File: config.mk
export PLATFORM = sky130hd
export DESIGN_NAME = arm_exception_entry_unit
export DESIGN_NICKNAME = d
export VERILOG_FILES = /design/src/rtl/aeeu_pkg.sv /design/src/rtl/aeeu_exec.sv /design/src/rtl/arm_exception_entry_unit.sv
export SDC_FILE = /design/constraint.sdc
export NUM_CORES = 1
export LEC_CHECK = 0
export ABC_AREA = 1
export BUFFER_PORTS_ARGS = -buffer_cell sky130_fd_sc_hd__buf_2
export CELL_PAD_IN_SITES_DETAIL_PLACEMENT = 0
export CELL_PAD_IN_SITES_GLOBAL_PLACEMENT = 1
export CORE_AREA = 2 2 227 173
export CTS_CLUSTER_DIAMETER = 100
export CTS_CLUSTER_SIZE = 16
export DETAILED_ROUTE_END_ITERATION = 16
export DIE_AREA = 0 0 229 175
export MAX_ROUTING_LAYER = met4
export PLACE_DENSITY = 0.81
export SYNTH_ARGS = -nofsm -noshare
export SYNTH_HDL_FRONTEND = slang
export SYNTH_SLANG_ARGS = --single-unit
export TNS_END_PERCENT = 1
File: constraint.sdc
create_clock -name clk_i -period 5.7 [get_ports clk_i]
set_clock_uncertainty 0.15 [all_clocks]
set_input_delay 0.855 -clock clk_i [delete_from_list [all_inputs] [get_ports clk_i]]
set_output_delay 0.855 -clock clk_i [all_outputs]
set_load 0.01 [all_outputs]
File: src/rtl/aeeu_pkg.sv
package aeeu_pkg;

  typedef enum logic [3:0] {
    REQ_LINES      = 4'd0,
    REQ_TAKE_INT   = 4'd1,
    REQ_UNDEF      = 4'd2,
    REQ_PABORT     = 4'd3,
    REQ_DABORT     = 4'd4,
    REQ_SWI        = 4'd5,
    REQ_CPSR_WRITE = 4'd6,
    REQ_SPSR_RESTORE = 4'd7,
    REQ_SET_PC     = 4'd8
  } req_e;

  localparam logic [4:0] MODE_USR = 5'h10;
  localparam logic [4:0] MODE_FIQ = 5'h11;
  localparam logic [4:0] MODE_IRQ = 5'h12;
  localparam logic [4:0] MODE_SVC = 5'h13;
  localparam logic [4:0] MODE_ABT = 5'h17;
  localparam logic [4:0] MODE_UND = 5'h1b;
  localparam logic [4:0] MODE_SYS = 5'h1f;

  localparam int unsigned BIT_I = 7;
  localparam int unsigned BIT_F = 6;
  localparam int unsigned BIT_T = 5;

  localparam logic [31:0] FLAGS_MASK = 32'hf800_0000;
  localparam logic [31:0] CTRL_MASK  = 32'h0000_00df;
  localparam logic [31:0] HIGH_BASE  = 32'hffff_0000;
  localparam logic [31:0] RESET_CPSR = 32'h0000_00d3;

  localparam logic [31:0] VEC_UNDEF  = 32'h04;
  localparam logic [31:0] VEC_SWI    = 32'h08;
  localparam logic [31:0] VEC_PABORT = 32'h0c;
  localparam logic [31:0] VEC_DABORT = 32'h10;
  localparam logic [31:0] VEC_IRQ    = 32'h18;
  localparam logic [31:0] VEC_FIQ    = 32'h1c;

  localparam int unsigned NUM_BANKS = 5;
  typedef logic [2:0] bank_t;
  localparam bank_t BANK_FIQ  = 3'd0;
  localparam bank_t BANK_IRQ  = 3'd1;
  localparam bank_t BANK_SVC  = 3'd2;
  localparam bank_t BANK_ABT  = 3'd3;
  localparam bank_t BANK_UND  = 3'd4;
  localparam bank_t BANK_NONE = 3'd5;
  localparam bank_t BANK_BAD  = 3'd6;

  typedef struct packed {
    logic [31:0] new_pc;
    logic [31:0] status_out;
    logic [31:0] link_value;
    logic        link_write;
    logic        irq_pending;
    logic        wake_pulse;
    logic        abort_taken;
    logic        fault;
  } result_t;

  typedef struct packed {
    logic        we;
    bank_t       idx;
    logic [31:0] wdata;
  } spsr_wr_t;

  function automatic bank_t bank_of(logic [4:0] mode);
    bank_t b;
    case (mode)
      MODE_FIQ: b = BANK_FIQ;
      MODE_IRQ: b = BANK_IRQ;
      MODE_SVC: b = BANK_SVC;
      MODE_ABT: b = BANK_ABT;
      MODE_UND: b = BANK_UND;
      MODE_USR, MODE_SYS: b = BANK_NONE;
      default: b = BANK_BAD;
    endcase
    return b;
  endfunction

endpackage

File: src/rtl/aeeu_exec.sv
module aeeu_exec (
  input  logic [3:0]           req_type_i,
  input  logic                 irq_level_i,
  input  logic                 fiq_level_i,
  input  logic [31:0]          current_pc_i,
  input  logic [31:0]          write_value_i,
  input  logic [3:0]           field_mask_i,
  input  logic                 high_vectors_i,
  input  logic [31:0]          status_i,
  input  logic [31:0]          spsr_rd_i,
  input  logic [1:0]           lines_i,
  input  logic                 pending_i,
  output logic [31:0]          status_o,
  output logic [1:0]           lines_o,
  output aeeu_pkg::spsr_wr_t   spsr_wr_o,
  output aeeu_pkg::result_t    res_o
);
  import aeeu_pkg::*;

  logic        enter;
  logic [4:0]  ent_mode;
  logic [31:0] ent_off;
  logic        ent_set_f;
  logic [31:0] vec_base;
  logic [31:0] ctl_status;
  bank_t       cur_bank;
  bank_t       ent_bank;
  logic        pend;

  assign vec_base = high_vectors_i ? HIGH_BASE : 32'h0;
  assign cur_bank = bank_of(status_i[4:0]);
  assign ent_bank = bank_of(ent_mode);

  always_comb begin
    enter      = 1'b0;
    ent_mode   = MODE_SVC;
    ent_off    = VEC_SWI;
    ent_set_f  = 1'b0;
    ctl_status = status_i;
    lines_o    = lines_i;
    res_o      = '0;
    res_o.new_pc = current_pc_i;
    case (req_e'(req_type_i))
      REQ_LINES: begin
        lines_o = {fiq_level_i, irq_level_i};
      end
      REQ_TAKE_INT: begin
        if (lines_i[1] && !status_i[BIT_F]) begin
          enter = 1'b1; ent_mode = MODE_FIQ; ent_off = VEC_FIQ; ent_set_f = 1'b1;
        end else if (lines_i[0] && !status_i[BIT_I]) begin
          enter = 1'b1; ent_mode = MODE_IRQ; ent_off = VEC_IRQ;
        end else begin
          res_o.fault = 1'b1;
        end
      end
      REQ_UNDEF: begin
        enter = 1'b1; ent_mode = MODE_UND; ent_off = VEC_UNDEF;
      end
      REQ_PABORT: begin
        enter = 1'b1; ent_mode = MODE_ABT; ent_off = VEC_PABORT;
        res_o.abort_taken = 1'b1;
      end
      REQ_DABORT: begin
        enter = 1'b1; ent_mode = MODE_ABT; ent_off = VEC_DABORT;
        res_o.abort_taken = 1'b1;
      end
      REQ_SWI: begin
        enter = 1'b1; ent_mode = MODE_SVC; ent_off = VEC_SWI;
      end
      REQ_CPSR_WRITE: begin
        if (field_mask_i[0] && bank_of(write_value_i[4:0]) == BANK_BAD) begin
          res_o.fault = 1'b1;
        end else begin
          if (field_mask_i[3]) begin
            ctl_status = (ctl_status & ~FLAGS_MASK) | (write_value_i & FLAGS_MASK);
          end
          if (field_mask_i[0]) begin
            ctl_status = (ctl_status & ~CTRL_MASK) | (write_value_i & CTRL_MASK);
          end
        end
      end
      REQ_SPSR_RESTORE: begin
        if (cur_bank != BANK_NONE && cur_bank != BANK_BAD &&
            bank_of(spsr_rd_i[4:0]) != BANK_BAD) begin
          ctl_status = spsr_rd_i;
        end else begin
          res_o.fault = 1'b1;
        end
      end
      REQ_SET_PC: begin
        ctl_status[BIT_T] = write_value_i[0];
        if (write_value_i[0]) begin
          res_o.new_pc = {write_value_i[31:1], 1'b0} + 32'd4;
        end else begin
          res_o.new_pc = write_value_i + 32'd8;
        end
      end
      default: ;
    endcase

    status_o = ctl_status;
    if (enter) begin
      status_o = status_i;
      status_o[4:0]   = ent_mode;
      status_o[BIT_T] = 1'b0;
      status_o[BIT_I] = 1'b1;
      if (ent_set_f) begin
        status_o[BIT_F] = 1'b1;
      end
      res_o.new_pc     = vec_base + ent_off + 32'd8;
      res_o.link_write = 1'b1;
      res_o.link_value = res_o.abort_taken && !(req_e'(req_type_i) == REQ_PABORT)
                         ? current_pc_i : current_pc_i - 32'd4;
    end

    pend = (lines_o[1] && !status_o[BIT_F]) || (lines_o[0] && !status_o[BIT_I]);
    res_o.irq_pending = pend;
    res_o.wake_pulse  = pend && !pending_i;
    res_o.status_out  = status_o;
  end

  assign spsr_wr_o.we    = enter;
  assign spsr_wr_o.idx   = ent_bank;
  assign spsr_wr_o.wdata = status_i;

endmodule

File: src/rtl/arm_exception_entry_unit.sv
// Results pass through the input register and then the result register; a request leaves
// the input register only when the result register is empty or its result is being taken.
// One request per cycle while the output is not stalled; CPSR, SPSR bank and pending flag
// update as a request leaves the input register, so the next request sees them at once.
// Reset (rst_ni low, asynchronous): CPSR = 0xD3, SPSR bank, line levels, pending
// and high_vectors cleared, both pipeline stages empty.
module arm_exception_entry_unit (
  input  logic        clk_i,
  input  logic        rst_ni,
  input  logic        cfg_we_i,
  input  logic        cfg_wdata_i,
  input  logic        in_valid_i,
  output logic        in_ready_o,
  input  logic [3:0]  req_type_i,
  input  logic        irq_level_i,
  input  logic        fiq_level_i,
  input  logic [31:0] current_pc_i,
  input  logic [31:0] write_value_i,
  input  logic [3:0]  field_mask_i,
  output logic        out_valid_o,
  input  logic        out_ready_i,
  output logic [31:0] new_pc_o,
  output logic [31:0] status_out_o,
  output logic [31:0] link_value_o,
  output logic        link_write_o,
  output logic        irq_pending_o,
  output logic        wake_pulse_o,
  output logic        abort_taken_o,
  output logic        fault_o
);
  import aeeu_pkg::*;

  logic        high_vectors_q;
  logic [31:0] status_q, status_d;
  logic [31:0] spsr_q [NUM_BANKS];
  logic [1:0]  lines_q, lines_d;
  logic        pending_q;

  logic        in_valid_q;
  logic [3:0]  req_type_q;
  logic        irq_level_q;
  logic        fiq_level_q;
  logic [31:0] current_pc_q;
  logic [31:0] write_value_q;
  logic [3:0]  field_mask_q;

  logic        out_valid_q;
  result_t     res_q, res_d;
  spsr_wr_t    spsr_wr;
  bank_t       rd_bank;
  logic [31:0] spsr_rd;
  logic        out_free;
  logic        fire;

  assign out_free   = !out_valid_q || out_ready_i;
  assign fire       = in_valid_q && out_free;
  assign in_ready_o = !in_valid_q || out_free;

  // only a valid banked mode reads an SPSR; others read zero and fault anyway
  assign rd_bank = bank_of(status_q[4:0]);
  assign spsr_rd = (rd_bank < BANK_NONE) ? spsr_q[rd_bank[2:0]] : 32'h0;

  aeeu_exec u_exec (
    .req_type_i     (req_type_q),
    .irq_level_i    (irq_level_q),
    .fiq_level_i    (fiq_level_q),
    .current_pc_i   (current_pc_q),
    .write_value_i  (write_value_q),
    .field_mask_i   (field_mask_q),
    .high_vectors_i (high_vectors_q),
    .status_i       (status_q),
    .spsr_rd_i      (spsr_rd),
    .lines_i        (lines_q),
    .pending_i      (pending_q),
    .status_o       (status_d),
    .lines_o        (lines_d),
    .spsr_wr_o      (spsr_wr),
    .res_o          (res_d)
  );

  always_ff @(posedge clk_i or negedge rst_ni) begin
    if (!rst_ni) begin
      high_vectors_q <= 1'b0;
    end else if (cfg_we_i) begin
      high_vectors_q <= cfg_wdata_i;
    end
  end

  always_ff @(posedge clk_i or negedge rst_ni) begin
    if (!rst_ni) begin
      status_q  <= RESET_CPSR;
      lines_q   <= '0;
      pending_q <= 1'b0;
      for (int i = 0; i < NUM_BANKS; i++) begin
        spsr_q[i] <= '0;
      end
    end else if (fire) begin
      status_q  <= status_d;
      lines_q   <= lines_d;
      pending_q <= res_d.irq_pending;
      if (spsr_wr.we) begin
        spsr_q[spsr_wr.idx] <= spsr_wr.wdata;
      end
    end
  end

  always_ff @(posedge clk_i or negedge rst_ni) begin
    if (!rst_ni) begin
      in_valid_q <= 1'b0;
    end else if (in_ready_o) begin
      in_valid_q <= in_valid_i;
    end
  end

  always_ff @(posedge clk_i) begin
    if (in_valid_i && in_ready_o) begin
      req_type_q    <= req_type_i;
      irq_level_q   <= irq_level_i;
      fiq_level_q   <= fiq_level_i;
      current_pc_q  <= current_pc_i;
      write_value_q <= write_value_i;
      field_mask_q  <= field_mask_i;
    end
  end

  // hold the result until the transfer; load a new one as the input stage drains
  always_ff @(posedge clk_i or negedge rst_ni) begin
    if (!rst_ni) begin
      out_valid_q <= 1'b0;
    end else if (out_free) begin
      out_valid_q <= fire;
    end
  end

  always_ff @(posedge clk_i) begin
    if (fire) begin
      res_q <= res_d;
    end
  end

  assign out_valid_o   = out_valid_q;
  assign new_pc_o      = res_q.new_pc;
  assign status_out_o  = res_q.status_out;
  assign link_value_o  = res_q.link_value;
  assign link_write_o  = res_q.link_write;
  assign irq_pending_o = res_q.irq_pending;
  assign wake_pulse_o  = res_q.wake_pulse;
  assign abort_taken_o = res_q.abort_taken;
  assign fault_o       = res_q.fault;

  a_fault_keeps_status: assert property (@(posedge clk_i) disable iff (!rst_ni)
    fire && res_d.fault |=> $stable(status_q))
    else $error("refused request changed CPSR");

  a_entry_masks_irq: assert property (@(posedge clk_i) disable iff (!rst_ni)
    out_valid_o && link_write_o |-> status_out_o[BIT_I] && !status_out_o[BIT_T])
    else $error("exception entry left I clear or T set");

  a_wake_implies_pending: assert property (@(posedge clk_i) disable iff (!rst_ni)
    out_valid_o && wake_pulse_o |-> irq_pending_o)
    else $error("wake pulse without pending interrupt");

  a_abort_mode: assert property (@(posedge clk_i) disable iff (!rst_ni)
    out_valid_o && abort_taken_o |-> status_out_o[4:0] == MODE_ABT && link_write_o)
    else $error("abort entered without abort mode");

  a_pending_tracks: assert property (@(posedge clk_i) disable iff (!rst_ni)
    fire |=> pending_q == res_q.irq_pending)
    else $error("pending flag out of step with result");

endmodule
Yosys cells after proc, flatten, opt, wreduce, memory -nomap -nowiden
Index checks and enable logic that the tools add are counted.
{"block": "totals", "in_bits": 80, "elab_cells": 157, "out_inout_bits": 103, "ff_bits": 373}
{"block": "op_classes", "magnitude_cmp": 4, "reduce_logical": 31, "bitwise": 4, "muxes": 48, "add_sub_neg": 5, "n_eq_ne": 40}
{"operator": "$mux 32", "count": 16}
{"operator": "$bwmux 160", "count": 1}
{"operator": "$eq 5x5->1 const B", "count": 28}
{"operator": "$pmux 32 s4", "count": 1}
{"operator": "$bmux 32 s3", "count": 1}
{"operator": "$demux 32 s3", "count": 1}
{"operator": "$pmux 3 s6", "count": 4}
{"operator": "$add 32x4->32 const B", "count": 2}
{"operator": "$pmux 26 s2", "count": 1}
{"operator": "$add 32x3->32 const B", "count": 1}
{"operator": "$add 32x32->32", "count": 1}
{"operator": "$or 27x32->32", "count": 1}
{"operator": "$or 32x8->32", "count": 1}
{"operator": "$sub 32x3->32 const B", "count": 1}
{"operator": "$eq 4x3->1 const B", "count": 4}
{"operator": "$mux 5", "count": 3}
{"operator": "$pmux 5 s3", "count": 1}
{"operator": "$logic_and 1x1->1", "count": 12}
{"operator": "$mux 1", "count": 12}
{"operator": "$pmux 5 s2", "count": 1}
{"operator": "$reduce_or 2->1", "count": 5}
{"operator": "$ne 3x3->1 const B", "count": 3}
{"operator": "$eq 4x2->1 const B", "count": 2}
{"operator": "$ge 4x4->1 const B", "count": 2}
{"operator": "other kinds (15)", "count": 27}

Depth between registers and ports, before layout
Gate-level depths: netlist of run 1.
{"block": "logic_depth", "ltp_word": 21, "depth_mapped": 25, "depth_no_buf": 22}

By module
From an unflattened synthesis of run 1, not the netlist that was laid out.
{"block": "unflattened", "hier_cells": 2138, "area_unflattened_um2": 18485.2}
{"module": "arm_exception_entry_unit", "n_inst": 1, "seq_area_each_um2": 10216.0, "cells_per_inst": 1372, "area_each_um2": 14511.4}
{"module": "aeeu_exec", "n_inst": 1, "seq_area_each_um2": 0.0, "cells_per_inst": 766, "area_each_um2": 3973.8}

Worst setup path after synthesis of run 1
No wires, ideal clock.
{"block": "synth_timing", "kind": "input -> register", "start": "input out_ready_i", "end": "register res_q, in the netlist abort_taken_o (enable)", "arrival_ps": 4069, "cell_stages": 5, "n_path_buf": 1, "slack_ps": 976, "cell_sequence": "inv_1 nand2_1 nand2_1 clkinv_1 clkbuf_1"}
{"block": "synth_via", "elab_chain_cells": 2}
{"item": "start, declared", "line_no": "arm_exception_entry_unit.sv:21", "source": "input logic out_ready_i,"}
{"item": "$logic_or 1x1->1", "line_no": "arm_exception_entry_unit.sv:55", "source": "assign out_free = !out_valid_q || out_ready_i;"}
{"item": "$logic_and 1x1->1", "line_no": "arm_exception_entry_unit.sv:56", "source": "assign fire = in_valid_q && out_free;"}
{"item": "via fire", "line_no": "arm_exception_entry_unit.sv:53", "source": "logic fire;"}
{"item": "end signal, assigned", "line_no": "arm_exception_entry_unit.sv:137", "source": "res_q <= res_d;"}
{"item": "end, declared", "line_no": "arm_exception_entry_unit.sv:48", "source": "result_t res_q, res_d;"}
The timed path passes the listed nets, and every way through them passes these cells.
A chain may end at the register's enable or synchronous reset.

==> flow_metrics.env, run 1 <==
export IMPL_postCtsResizedCells=0
export IMPL_grt_pass1_vias=12300
export IMPL_final_hold_violation_count=0
export IMPL_postCtsHoldBufs=0
export IMPL_grt_antenna_before_repair=0
export IMPL_wl_per_cell_um=17.7
export IMPL_finalWirelength_mm=44.3
export IMPL_crit_path_max_incr_delay_ps=880
export IMPL_start_util_pct=44.5
export IMPL_synth_distinct_cells=46
export IMPL_cts_tree="built"
export IMPL_cts_reportedPaths_clkPinSlew_ps=80
export IMPL_power_density_nw_per_um2=380
export IMPL_clock_path_buffers=3
export IMPL_ys_seq_area_share_pct=60.2
export IMPL_yosys_warnings=0
export IMPL_syn_area_um2=16900
export IMPL_path_cells="inv_2 -> nand3_1 -> o21ai_2 -> buf_4 -> nand3_1 -> nand2_1 -> nand2_1 -> nand2_2 -> nand2_4 -> nor2_4 -> buf_12 -> nand2_1 -> nand4_1 -> nand2_1"
export IMPL_fp_dieArea_um2=40100
export IMPL_vias_per_cell=5.34
export IMPL_ys_ff_latch=371
export IMPL_max_vdd_ir_drop_v=0.000248
export IMPL_post_cts_buffers=0
export IMPL_setup_viol=0
export IMPL_firstDrtPassIters=5
export IMPL_grt_total_usage_pct=22.7
export IMPL_grt_overflow=0
export IMPL_ios=183
export IMPL_setup_slack_ps=1850
export IMPL_final_layout_size_suffix_gt1_share_pct=14.4
export IMPL_fillers=3589
export IMPL_crit_required_ps=5860
export IMPL_rsz0062_at_grt="false"
export IMPL_worstMarginPinSlew_ps=1130
export IMPL_dp_slack_ps=1870
export IMPL_htreeDepth=1
export IMPL_final_common_cell="nand2_1"
export IMPL_critPathKind="flip-flop to flip-flop"
export IMPL_area_growth_pct=12.9
export IMPL_dieHeight_um=175
export IMPL_min_path_type="primary input to asynchronous set/reset pin"
export IMPL_p_leak_nw=8.09
export IMPL_period_share_pct=67.6
export IMPL_nNetsFinal=2056
export IMPL_ys_flop_type="dfrtp_1"
export IMPL_diodes=0
export IMPL_drtIter0Drc=1352
export IMPL_drtAntennaViolNets=0
export IMPL_final_max_slew_viol_count=0
export IMPL_fp_dieW_um=229
export IMPL_layout_common_cells="nand2_1 (456), o21ai_0 (270), dfrtp_1 (193)"
export IMPL_syn_area_per_cell_um2=9.26
export IMPL_core_um2=37900
export IMPL_hpwl_mm=29.1
export IMPL_crit_path_max_fanout=31
export IMPL_io_buffers=180
export IMPL_finalCoreUtilization_pct=50.3
export IMPL_clock_fmax_ghz=0.260
export IMPL_synth_nets=1908
export IMPL_drc=0
export IMPL_cts_buffers_inserted=27
export IMPL_clk_latency_ps=570
export IMPL_tns_ps=0
export IMPL_slew_headroom_pct=24.4
export IMPL_synthCells=1821
export IMPL_crit_top_cell="nand2_1"
export IMPL_slowest_stage="o21ai_2"
export IMPL_startpoint_type="flip-flop"
export IMPL_fin_crit_ps=3850
export IMPL_num_vias=13400
export IMPL_synth_async_reset_ratio_pct=53.4
export IMPL_synth_edf_count=173
export IMPL_drv_cap=0
export IMPL_status="finished, final reports clean"
export IMPL_grt_max_degree=123
export IMPL_clock_sinks=371
export IMPL_gp_congestion=0.930
export IMPL_fin_hold_ws_ps=234
export IMPL_grt_pass1_wl_mm=70.1
export IMPL_arrival_ps=4020
export IMPL_worstSetupEndpointType="flip-flop"
export IMPL_root_buffer="clkbuf_16"
export IMPL_core_rowCount=62
path summary, 6_finish.rpt:
check,from,to,slack [ps],cells after the start
worst max register to register,status_q[3],irq_pending_o,1850,14
worst min register to register,status_q[16],spsr_q[16],330,2
worst max-delay path,status_q[3],irq_pending_o,1850,14
worst min-delay path,rst_ni,spsr_q[20],230,1
max in group asynchronous,rst_ni,spsr_q[16],3910,2
min in group clk_i,current_pc_i[31],current_pc_q[31],300,1
worst max-delay path: cells and delay by family (launching register included):
family | cells | cell delay [ps]
AOI/OAI and AO/OA | 1 | 880
buffers and inverters | 3 | 930
and+or+nand+nor | 10 | 1070
DFF | 1 | 510
state kept, by name, summed over array words and instances, names as in the netlist:
register,cells
link_value_o,32
status_out_o,32
out_valid_o,1
status_q,32
current_pc_q,32
wake_pulse_o,1
irq_level_q,1
spsr_q,160
lines_q,2
irq_pending_o,1
field_mask_q,2
fault_o,1
pending_q,1
high_vectors_q,1
req_type_q,4
in_valid_q,1
link_write_o,1
abort_taken_o,1
new_pc_o,32
fiq_level_q,1
write_value_q,32
where the power goes:
part | internal [mW] | total, mW | switching [mW]
Combinational | 0.552 | 1.77 | 1.22
Sequential | 3.36 | 3.62 | 0.265
Clock | 0.895 | 1.83 | 0.939
metrics by stage:
stage / power (mW) / area (um2) / instances
after CTS: 7.28 / 19000 / 2501
after global routing: 7.64 / 19000 / 2501
after detailed placement: 5.44 / 18300 / 2452
after global placement: 5.41 / 18300 / 2452
after floorplan: 4.81 / 16900 / 1821
final: 7.23 / 19000 / 2501
synthesized netlist by cell type (12+ instances only):
library cell | n | area (um2)
inv_1 | 154 | 578
buf_2 | 14 | 70.1
nor2_1 | 90 | 338
xor2_1 | 14 | 123
nand3_1 | 115 | 576
dfrtp_1 | 193 | 4830
nor3_1 | 25 | 125
nand2_1 | 456 | 1710
clkbuf_1 | 61 | 229
nand4_1 | 46 | 288
o21ai_1 | 33 | 165
inv_2 | 12 | 45.0
o21a_1 | 12 | 90.1
o21ai_0 | 270 | 1350
edfxtp_1 | 173 | 5190
a21oi_1 | 60 | 300
final cells by class:
class	count	area [um2]	share of cell area, %
timing repair buffer	208	1140	6.01
tap	512	641	3.36
multi-input combinational	1194	5700	29.9
inverter	167	632	3.32
clock buffer	46	747	3.92
clock inverter	3	25.0	0.131
sequential	371	10200	53.3
kinds of logic (layout without fill, tap and decap cells):
family          count (synthesis)  in the layout  share of synthesized area (%)
compound gates                397            397                           12.3
flops                         371            371                           60.2
fa+ha+maj                       7              7                          0.519
buf+inv                       256            424                           6.09
simple gates                  768            768                           19.7
mux                             1              1                         0.0668
xor+xnor                       21             21                           1.09
metal layers:
| metal | track usage, % | routed length, um | vias to the layer above |
|---|---|---|---|
| met5 | - | 0 | - |
| li1 | - | - | 6440 |
| met2 | 32.0 | 19200 | 375 |
| met1 | 35.0 | 22000 | 6497 |
| met3 | 3.08 | 2530 | 49 |
| met4 | 4.00 | 665 | 0 |
Power figures use the tool's default switching activity.
==> run 2: changes to the inputs <==
==> constraint.sdc (replaced) <==
create_clock -name clk_i -period 4.02 [get_ports clk_i]
set_clock_uncertainty 0.15 [all_clocks]
set_input_delay 0.603 -clock clk_i [delete_from_list [all_inputs] [get_ports clk_i]]
set_output_delay 0.603 -clock clk_i [all_outputs]
set_load 0.01 [all_outputs]
==> run 2 against run 1 <==
Against the previous run: register-to-register slack got worse by 1300 ps; sequential cell count unchanged; sequential share of layout area down 0.25 points; highest routed layer unchanged.
==> flow_metrics.env, run 2 (synthesis results as in run 1) <==
export IMPL_post_cts_buffers=0
export IMPL_grt_overflow=0
export IMPL_r2r_slack_ps=520
export IMPL_drtAntennaViolNets=0
export IMPL_grt_pass1_vias=12600
export IMPL_core_rowCount=62
export IMPL_drtIter0Drc=1445
export IMPL_num_vias=13500
export IMPL_cts_reportedPaths_clkPinSlew_ps=80
export IMPL_io_buffers=180
export IMPL_worstSetupEndpointType="flip-flop"
export IMPL_grt_use_met1_pct=35.2
export IMPL_max_vdd_ir_drop_v=0.000363
export IMPL_startpoint_type="flip-flop"
export IMPL_firstDrtPassIters=6
export IMPL_grt_max_degree=130
export IMPL_clock_fmax_ghz=0.286
export IMPL_htreeDepth=1
export IMPL_diodes=0
export IMPL_status="finished, final reports clean"
export IMPL_hpwl_mm=29.4
export IMPL_finalWirelength_mm=45.2
export IMPL_clock_path_buffers=3
export IMPL_period_share_pct=87.1
export IMPL_r2r_start="status_q[3]"
export IMPL_gr_usage_met3_pct=3.54
export IMPL_root_buffer="clkbuf_16"
export IMPL_fp_dieArea_um2=40100
export IMPL_nNetsFinal=2065
export IMPL_final_hold_violation_count=0
export IMPL_drc=0
export IMPL_r2r_end="status_q[27]"
export IMPL_fin_crit_ps=3500
export IMPL_final_max_slew_viol_count=0
export IMPL_crit_path_max_fanout=14
export IMPL_vias_per_cell=5.37
export IMPL_rr_worst_depth=17
export IMPL_setup_viol=0
export IMPL_postCtsHoldBufs=1
export IMPL_dp_cells=2460
export IMPL_crit_path_start="status_q[3]"
export IMPL_grt_busiest_layer="met1"
export IMPL_drv_cap=0
export IMPL_cts_tree="built"
export IMPL_core_um2=37900
export IMPL_layout_common_cells="nand2_1 (456), o21ai_0 (270), dfrtp_1 (193)"
export IMPL_p_leak_nw=8.14
export IMPL_slew_headroom_pct=44.1
export IMPL_start_util_pct=44.5
export IMPL_grt_total_usage_pct=23.1
export IMPL_arrival_ps=3850
export IMPL_grt_antenna_before_repair=0
export IMPL_min_path_type="primary input to flip-flop"
export IMPL_fp_dieW_um=229
export IMPL_cts_buffers_inserted=27
export IMPL_final_layout_size_suffix_gt1_share_pct=14.8
export IMPL_wl_per_cell_um=18.0
export IMPL_grt_use_met2_pct=32.9
export IMPL_crit_required_ps=4370
export IMPL_tns_ps=0
export IMPL_gp_congestion=0.921
export IMPL_crit_end="status_q[27]"
export IMPL_dieHeight_um=175
export IMPL_critPathKind="flip-flop to flip-flop"
export IMPL_grt_pass1_wl_mm=71.2
export IMPL_rsz0062_at_grt="false"
export IMPL_ios=183
export IMPL_final_common_cell="nand2_1"
export IMPL_postCtsResizedCells=0
export IMPL_area_growth_pct=13.5
export IMPL_worstMarginPinSlew_ps=837
export IMPL_clock_sinks=371
export IMPL_clk_latency_ps=560
export IMPL_power_density_nw_per_um2=539
export IMPL_largest_reg_flops=160
export IMPL_largest_register="spsr_q"
export IMPL_layoutNonFillerInstCount=2509
-- run 2: cell count changes in the layout (fill, tap and decap cells not counted) --
cell           change
clkbuf_1           -1
buf_4              +6
dlygate4sd3_1      +1
buf_12             +2
-- run 2: critical path, stage by stage, from the launching register on --
cell     delay [ps]
dfrtp_1         550
inv_2           180
nand3_1         140
nor2_1           60
nor2_1          170
nand3_2         120
nand2_4         190
buf_4           300
nand3_1         110
nand3_1         110
nand2_1          70
nand2_1          80
nand2_2          80
a21oi_1         650
nand2_1         130
nand4_1         190
nand2_1          60
o21ai_1          70
-- run 2: worst min-delay path by stage --
| stage | slack, ps | to | cells past startpoint | startpoint |
|---|---|---|---|---|
| 6_report | 50 | current_pc_q[10] | 1 | current_pc_i[10] |
| 3_5_place_dp | 300 | spsr_q[103] | 2 | spsr_q[103] |
| 2_1_floorplan | 160 | high_vectors_q | 0 | rst_ni |
| 5_1_grt | 30 | current_pc_q[10] | 1 | current_pc_i[10] |
| 4_1_cts | 30 | current_pc_q[30] | 1 | current_pc_i[30] |
| 3_3_place_gp | 300 | spsr_q[103] | 2 | spsr_q[103] |
-- run 2: area by class of cell --
type	count	area, um2
Fill cell	3591	18700
Sequential cell	371	10200
Multi-Input combinational cell	1194	5700
Timing Repair Buffer	217	1240
Clock buffer	45	743
Tap cell	512	641
Inverter	167	632
Clock inverter	3	25.0
-- run 2: report_power, final --
group          internal [mW]  switching (mW)
sequential              4.76           0.387
clock                   1.27            1.34
combinational          0.801            1.76
total                   6.83            3.48
-- run 2: metrics by stage --
step | total power, mW | utilization, % | cell area, um2 | worst slack [ps] | hold WS (ps)
3_5_place_dp | 7.76 | 48.5 | 18400 | 547 | 304
2_1_floorplan | 6.82 | - | 16900 | 1160 | 157
5_1_grt | 10.9 | 50.6 | 19100 | 124 | 30.2
6_report | 10.3 | 50.6 | 19100 | 519 | 52.1
3_3_place_gp | 7.71 | 48.5 | 18400 | 553 | 299
4_1_cts | 10.4 | 50.6 | 19100 | 510 | 29.8
-- run 2: per-layer routing --
layer  up-vias  share of wire, %
met3        57               5.8
met5         -                 0
li1       6447                 -
met2       395                43
met1      6565                50
met4         0               1.6
==> run 3: changes to the inputs <==
--- a/config.mk
+++ b/config.mk
@@ -9,13 +9,13 @@
 export BUFFER_PORTS_ARGS = -buffer_cell sky130_fd_sc_hd__buf_2
 export CELL_PAD_IN_SITES_DETAIL_PLACEMENT = 0
 export CELL_PAD_IN_SITES_GLOBAL_PLACEMENT = 1
-export CORE_AREA = 2 2 227 173
+export CORE_AREA = 2 2 238 181
 export CTS_CLUSTER_DIAMETER = 100
 export CTS_CLUSTER_SIZE = 16
 export DETAILED_ROUTE_END_ITERATION = 16
-export DIE_AREA = 0 0 229 175
+export DIE_AREA = 0 0 240 183
 export MAX_ROUTING_LAYER = met4
-export PLACE_DENSITY = 0.81
+export PLACE_DENSITY = 0.78
 export SYNTH_ARGS = -nofsm -noshare
 export SYNTH_HDL_FRONTEND = slang
 export SYNTH_SLANG_ARGS = --single-unit
==> constraint.sdc (replaced) <==
create_clock -name clk_i -period 2.86 [get_ports clk_i]
set_clock_uncertainty 0.15 [all_clocks]
set_input_delay 0.429 -clock clk_i [delete_from_list [all_inputs] [get_ports clk_i]]
set_output_delay 0.429 -clock clk_i [all_outputs]
set_load 0.01 [all_outputs]
==> run 3 against run 2 <==
Against the previous run: cell area rose by 9.1%; global-route usage decreased by 0.29 points; utilization down 0.41 points; via count is 3.9% higher; sequential cell count did not move; sequential power rose by 40%; register-to-register slack lost 460 ps; combinational power grew 63%; critical path depth grew 2; die area up 9.6%.
==> flow_metrics.env, run 3 (synthesis results as in run 1) <==
export IMPL_drc=0
export IMPL_worstMarginPinSlew_ps=651
export IMPL_fp_dieArea_um2=43900
export IMPL_cts_reportedPaths_clkPinSlew_ps=90
export IMPL_fin_crit_ps=2800
export IMPL_firstDrtPassIters=8
export IMPL_final_area_um2=20900
export IMPL_final_hold_violation_count=0
export IMPL_finalWirelength_mm=48.8
export IMPL_grt_antenna_before_repair=1
export IMPL_num_vias=14000
export IMPL_power_density_nw_per_um2=723
export IMPL_final_common_cell="nand2_1"
export IMPL_status="finished, final reports clean"
export IMPL_clk_latency_ps=580
export IMPL_period_share_pct=97.9
export IMPL_worstSetupEndpointType="flip-flop"
export IMPL_largest_reg_flops=160
export IMPL_clock_fmax_ghz=0.357
export IMPL_ios=183
export IMPL_setup_viol=0
export IMPL_layout_common_cells="nand2_1 (447), o21ai_0 (266), dfrtp_1 (192)"
export IMPL_root_buffer="clkbuf_16"
export IMPL_nNetsFinal=2212
export IMPL_final_max_slew_viol_count=0
export IMPL_crit_path_max_fanout=22
export IMPL_dieHeight_um=183
export IMPL_htreeDepth=1
export IMPL_cts_buffers_inserted=27
export IMPL_hpwl_mm=32.5
export IMPL_clock_path_buffers=3
export IMPL_crit_path_start="status_q[0]"
export IMPL_total_power_mw=15.1
export IMPL_grt_max_degree=74
export IMPL_io_buffers=180
export IMPL_fp_dieW_um=240
export IMPL_drtIter0Drc=1224
export IMPL_clock_sinks=371
export IMPL_crit_required_ps=3030
export IMPL_drv_cap=0
export IMPL_vias_per_cell=5.15
export IMPL_final_layout_size_suffix_gt1_share_pct=18.5
export IMPL_slew_headroom_pct=56.6
export IMPL_max_vdd_ir_drop_v=0.000453
export IMPL_cts_tree="built"
export IMPL_startpoint_type="flip-flop"
export IMPL_rr_worst_depth=19
export IMPL_drtAntennaViolNets=0
export IMPL_core_rowCount=65
export IMPL_r2r_start="status_q[0]"
export IMPL_diodes=0
export IMPL_min_path_type="primary input to asynchronous set/reset pin"
export IMPL_gp_congestion=0.901
export IMPL_critPathKind="flip-flop to flip-flop"
export IMPL_p_leak_nw=8.90
export IMPL_placed_area_um2=19100
export IMPL_grt_pass1_wl_mm=75.8
export IMPL_rsz0062_at_grt="true"
export IMPL_wl_per_cell_um=18.0
export IMPL_grt_overflow=0
export IMPL_grt_total_usage_pct=22.8
export IMPL_arrival_ps=2970
export IMPL_grt_pass1_vias=13200
export IMPL_largest_register="spsr_q"
export IMPL_start_util_pct=40.5
export IMPL_core_um2=41600
export IMPL_area_growth_pct=23.8
-- run 3: cell types whose count changed in the layout (fill, tap and decap cells not counted), sizes merged --
cell         delta
buf            +70
dlygate4sd3    +77
clkbuf          +3
inv             -1
-- run 3: worst max-delay path, stage by stage (launching register included) --
cell and delay [ps]:
dfstp_2 570, nand2_2 80, inv_4 80, nand2_1 50
nand2_1 70, nand2_2 90, buf_4 180, nand4_1 90
nand3_1 90, nand2_1 90, nand2_1 60, nand2_1 80
nand2_1 60, nand2_2 110, nand2_4 70, nor2_4 140
buf_12 200, nand2_2 80, nand4_1 100, a21oi_1 90
-- run 3: layout make-up --
class	instances	area (um2)
Inverter	167	637
Sequential cell	371	10200
Fill cell	3952	20800
Multi-Input combinational cell	1194	5840
Clock buffer	48	754
Timing Repair Buffer	364	2750
Clock inverter	2	25.0
Tap cell	569	712
-- run 3: worst paths after layout --
check                                    end  slack, ps
worst min register to register     spsr_q[8]        310
worst max register to register  wake_pulse_o         60
min in group clk_i                 spsr_q[8]        310
worst max-delay path            wake_pulse_o         60
worst min-delay path             status_q[9]        310
max in group asynchronous        spsr_q[123]       1490
-- run 3: stage by stage --
step                worst slack (ps)  instances  setup TNS, ps  hold WS (ps)  util [%]
floorplan                        176       1821              0         -16.6         -
global placement               -21.9       2583          -24.8           302      46.0
detailed placement             -63.3       2583           -197           308      46.0
CTS                            -42.6       2711          -73.2           309      49.7
global route                    -129       2715          -3790           336      50.1
finish                          58.8       2715              0           306      50.1
-- run 3: report_power, final --
group / total [mW] / switching, mW / internal, mW / leakage, nW
Combinational: 4.18 / 2.67 / 1.52 / 4.28
Sequential: 7.22 / 0.527 / 6.69 / 4.24
Clock: 3.69 / 1.90 / 1.79 / 0.369
Total: 15.1 / 5.09 / 10.0 / 8.90
-- run 3: routing by layer --
layer | global-route usage, % | wire [um] | up-vias
li1 | - | - | 6759
met1 | 34.2 | 23200 | 6723
met2 | 32.7 | 21100 | 439
met3 | 3.64 | 3420 | 64
met4 | 4.97 | 1050 | 0
met5 | - | 0 | -
-- run 3: timing repair --
| item | 4_1_cts | 5_1_grt |
|---|---|---|
| setup buffers | 0 | 4 |
| hold buffers | 78 | 0 |
| endpoints found under the hold margin | 140 | 0 |
| endpoints found under the setup margin | 9 | 121 |
| gates resized for setup | 3 | 44 |
| pin swaps | 0 | 3 |
